### config.mk
export PLATFORM = sky130hd
export DESIGN_NAME = rss_cell
export DESIGN_NICKNAME = d
export VERILOG_FILES = /design/src/rtl/rss_pkg.sv /design/src/rtl/rss_cell.sv
export VERILOG_INCLUDE_DIRS = /design/src /design/src/rtl
export SDC_FILE = /design/constraint.sdc
export NUM_CORES = 1
export LEC_CHECK = 0
export ABC_AREA = 1
export BUFFER_PORTS_ARGS = -buffer_cell sky130_fd_sc_hd__buf_2
export CAP_MARGIN = 20
export CORE_MARGIN = 4
export CORE_UTILIZATION = 48
export DETAILED_ROUTE_END_ITERATION = 16
export PLACE_DENSITY = 0.94
export SLEW_MARGIN = 20
export SYNTH_ARGS = -nofsm -noshare
export SYNTH_HDL_FRONTEND = slang
export SYNTH_SLANG_ARGS = --single-unit
### constraint.sdc
create_clock -name clk -period 6.3 [get_ports clk]
set_input_delay 1.26 -clock clk [delete_from_list [all_inputs] [get_ports clk]]
set_output_delay 1.26 -clock clk [all_outputs]
set_load 0.03 [all_outputs]
### src/rtl/assert_macros.svh
// assertion macros shared by the sorter rtl
`ifndef ASSERT_MACROS_SVH
`define ASSERT_MACROS_SVH

// expression holds at every clock edge out of reset
`define ASSERT_ALWAYS(lbl, expr, msg) \
  lbl: assert property (@(posedge clk) disable iff (rst) (expr)) else $error(msg);

// antecedent implies consequent in the same cycle
`define ASSERT_IMPLY(lbl, ante, cons, msg) \
  lbl: assert property (@(posedge clk) disable iff (rst) (ante) |-> (cons)) else $error(msg);

`endif

### src/rtl/rss_pkg.sv
// shared types and constants of the record sorter
package rss_pkg;

  localparam int MAX_ENTRIES = 64;
  localparam int KEY_W       = 16;
  localparam int NODE_W      = 16;
  localparam int CNT_W       = $clog2(MAX_ENTRIES + 1);

  // one stored record as seen by the neighbor cells
  typedef struct packed {
    logic              valid;
    logic [KEY_W-1:0]  key;
    logic [NODE_W-1:0] node;
  } entry_t;

  // broadcast control from the sequencer to every cell
  typedef struct packed {
    logic              ins;
    logic              shift;
    logic [KEY_W-1:0]  key;
    logic [NODE_W-1:0] node;
  } cell_ctrl_t;

  // sequencer states
  typedef enum logic [1:0] {
    ST_LOAD  = 2'b01,
    ST_DRAIN = 2'b10
  } state_t;

endpackage

### src/rtl/rss_cell.sv
// one cell of the insertion sort chain
`include "assert_macros.svh"

module rss_cell (
  input  logic                clk,
  input  logic                rst,
  input  rss_pkg::cell_ctrl_t ctrl,
  input  rss_pkg::entry_t     left_ent,
  input  logic                left_take,
  input  rss_pkg::entry_t     right_ent,
  output rss_pkg::entry_t     ent,
  output logic                take
);

  logic                       valid;
  logic [rss_pkg::KEY_W-1:0]  key;
  logic [rss_pkg::NODE_W-1:0] node;

  // new record belongs here or further left: strictly smaller key, or empty slot
  assign take = !valid || (ctrl.key < key);

  assign ent.valid = valid;
  assign ent.key   = key;
  assign ent.node  = node;

  // valid flag: insert fills or copies the left flag, drain pulls from the right
  always_ff @(posedge clk) begin
    if (rst) begin
      valid <= 1'b0;
    end else if (ctrl.ins && take) begin
      valid <= left_take ? left_ent.valid : 1'b1;
    end else if (ctrl.shift) begin
      valid <= right_ent.valid;
    end
  end

  // payload: ripple right on insert, left on drain
  always_ff @(posedge clk) begin
    if (ctrl.ins && take) begin
      if (left_take) begin
        key  <= left_ent.key;
        node <= left_ent.node;
      end else begin
        key  <= ctrl.key;
        node <= ctrl.node;
      end
    end else if (ctrl.shift) begin
      key  <= right_ent.key;
      node <= right_ent.node;
    end
  end

  // occupied cells form an unbroken run from the head
  `ASSERT_IMPLY(a_contig, valid, left_ent.valid, "gap in occupied cells")
  // neighbors stay in ascending key order
  `ASSERT_IMPLY(a_sorted, valid && left_ent.valid, left_ent.key <= key, "cells out of order")

endmodule

==> results.sh <==
export IMPL_ys_top_cells_by_count="nand2_1, edfxtp_1, or2_2"
export IMPL_finalCritPeriodShare_pct=59.3
export IMPL_syn_nets=371
export IMPL_remaining_drc_errors=0
export IMPL_critPathMaxFanout=3
export IMPL_drtPass1Iterations=5
export IMPL_synth_top_family_by_area="simple AND/OR/NAND/NOR gates"
export IMPL_start_util_pct=50.2
export IMPL_clockBufferDepth=2
export IMPL_gp_congestion=0.795
export IMPL_drtAntennaViolNets=0
export IMPL_setup_viol=0
export IMPL_clk_pin_slew_worst_paths_ps=70
export IMPL_drtIter0Drc=68
export IMPL_rsz0062_at_grt="false"
export IMPL_synthTopCellsByArea="edfxtp_1, o211ai_2, nand2_1, or2_2, ha_1"
export IMPL_min_period_ps=3730
export IMPL_synth_largest_area_cell="edfxtp_1"
export IMPL_grt_max_degree=37
export IMPL_vias=2220
export IMPL_cts_buffers=5
export IMPL_synth_compound_area_share_pct=18.5
export IMPL_drive_gt1_share_pct=55.1
export IMPL_total_power_w=0.000689
export IMPL_yosysSeqAreaShare_pct=40.6
export IMPL_fmax_ghz=0.268
export IMPL_muxShareOfSynthArea_pct=0
export IMPL_synthAdderAreaFrac_pct=7.76
export IMPL_fin_nets=502
export IMPL_cts_root_buf="clkbuf_8"
export IMPL_post_cts_resized=0
export IMPL_maxCapViolCount=0
export IMPL_grt_overflow_total=0
export IMPL_core_area_um2=4820
export IMPL_die_area_um2=6240
export IMPL_area_growth_pct=30.6
export IMPL_leakage_nw=1.66
export IMPL_setup_slack_ps=2570
export IMPL_rr_worst_depth=12
export IMPL_synth_edf_count=32
export IMPL_hpwl_mm=4.99
export IMPL_design_area_um2=3160
export IMPL_clkLatencyLatePin_ps=280
export IMPL_grt_pass1_wl_mm=10.3
export IMPL_synthFlopType="edfxtp_1"
export IMPL_cts_hold_buffers=0
export IMPL_wl_mm=6.51
export IMPL_io_buffers=136
export IMPL_crit_path_start_kind="input pin"
export IMPL_min_path_type="register to register"
export IMPL_crit_arrival_ps=2470
export IMPL_yosysTopAreaCellShare_pct=39.7
export IMPL_hold_viol_final=0
export IMPL_relSlewSlack_pct=38.0
export IMPL_die_w_um=79.0
export IMPL_cts_htree_levels=2
export IMPL_reg2reg_setup_slack_ps=3620
export IMPL_status="finished clean"
export IMPL_ys_warnings_count=0
export IMPL_irDropWorstVdd_mv=0.136
export IMPL_syn_area_per_cell_um2=9.56
export IMPL_clock_sinks=33
export IMPL_setup_tns_ps=0
export IMPL_worstPathRequired_ps=5040
export IMPL_grt_use_total_pct=20.9
export IMPL_antenna_found_initial=0
export IMPL_path_class="input pin to output port"
export IMPL_postCtsSetupBuffers=0
export IMPL_dieHeight_um=79.0
export IMPL_cts_tree="done"
export IMPL_synth_most_common_cell="nand2_1"
export IMPL_synth_simple_gate_area_share_pct=24.3
export IMPL_worstMarginPinSlew_ps=930
export IMPL_hold_depth=2
export IMPL_io_pins=137
export IMPL_slew_violations=0
export IMPL_placed_area_um2=3070
export IMPL_pre_cts_ws_ps=2560
export IMPL_synth_seq_cells=33
export IMPL_synth_xor_area_share_pct=0
export IMPL_ys_types=24
export IMPL_syn_area_um2=2420
export IMPL_nFillCells=415
export IMPL_p_per_area_nw_per_um2=218
export IMPL_skew_ps=9.22
export IMPL_end_kind="output port"
export IMPL_grt_pass1_vias=2272
export IMPL_syn_inst=253
export IMPL_via_per_inst=4.90
export IMPL_core_rowCount=25
export IMPL_ys_async_sr_fraction_pct=0
export IMPL_wire_per_inst_um=14.4
-- area by class of cell --
type / count / area, µm² / area share, %
inverters: 24 / 97.6 / 3.09
diodes: 1 / 2.50 / 0.0792
flip-flops and latches: 33 / 981 / 31.0
clock inverters: 2 / 10.0 / 0.317
multi-input cells: 183 / 1220 / 38.7
clock buffers: 6 / 72.6 / 2.30
well taps: 67 / 83.8 / 2.65
repair buffers: 137 / 688 / 21.8
-- placed cells by master (no fill, tap or decap), types with 2 or more instances in the layout --
master,netlist,final
o211ai_2,30,30
nor2_1,3,3
clkinv_2,0,2
edfxtp_1,32,32
o211ai_1,2,2
nand3_1,3,3
or2_2,31,31
clkbuf_8,0,5
inv_1,23,23
a21oi_1,6,6
ha_1,15,15
nand2_1,84,84
o21ai_0,2,2
buf_2,3,136
a21oi_2,2,2
-- per-stage QoR --
step	hold WS [ps]	util (%)	instances
6_report	538	65.6	453
5_1_grt	584	65.5	452
4_1_cts	544	65.5	452
3_5_place_dp	533	63.8	444
3_3_place_gp	515	63.8	444
2_1_floorplan	503	-	253
-- final timing paths --
| kind | endpoint | from |
|---|---|---|
| max | take | ctrl[31] |
| min | valid$_SDFFE_PP0P_ | valid$_SDFFE_PP0P_ |
| max reg2reg | node[1]$_DFFE_PP_ | key[15]$_DFFE_PP_ |
| min reg2reg | valid$_SDFFE_PP0P_ | valid$_SDFFE_PP0P_ |
-- cell families after synthesis --
family / Yosys count
AND/OR/NAND/NOR: 126
AO/OA/AOI/OAI: 42
buffers and inverters: 37
flip-flops: 33
adder cells (fa/ha/maj): 15
-- sequential cells by signal (all words and copies together), names as in the netlist --
| register | flops |
|---|---|
| key | 16 |
| node | 16 |
| valid | 1 |
-- routing by layer --
metal | GRT usage [%] | wire length [µm] | vias up
met5 | 0 | 0 | -
met4 | 5.50 | 48 | 0
met3 | 6.69 | 605 | 6
met2 | 38.6 | 3370 | 97
met1 | 22.8 | 2490 | 1002
li1 | - | - | 1115
-- power by group --
part	total, W	leakage [nW]	internal [W]	switching, W
sequential	0.000288	0.337	0.000277	0.0000106
clock	0.000154	0.0450	0.0000766	0.0000778
combinational	0.000247	1.28	0.0000885	0.000158
-- worst max-delay path: stages --
cell and delay [ps]:
buf_2 110, ha_1 300, nand2_1 100, inv_1 50, nand3_1 80, inv_1 60
a21oi_2 140, nand2_2 90, nand2_4 90, buf_2 210
Power figures use the tool's default switching activity.
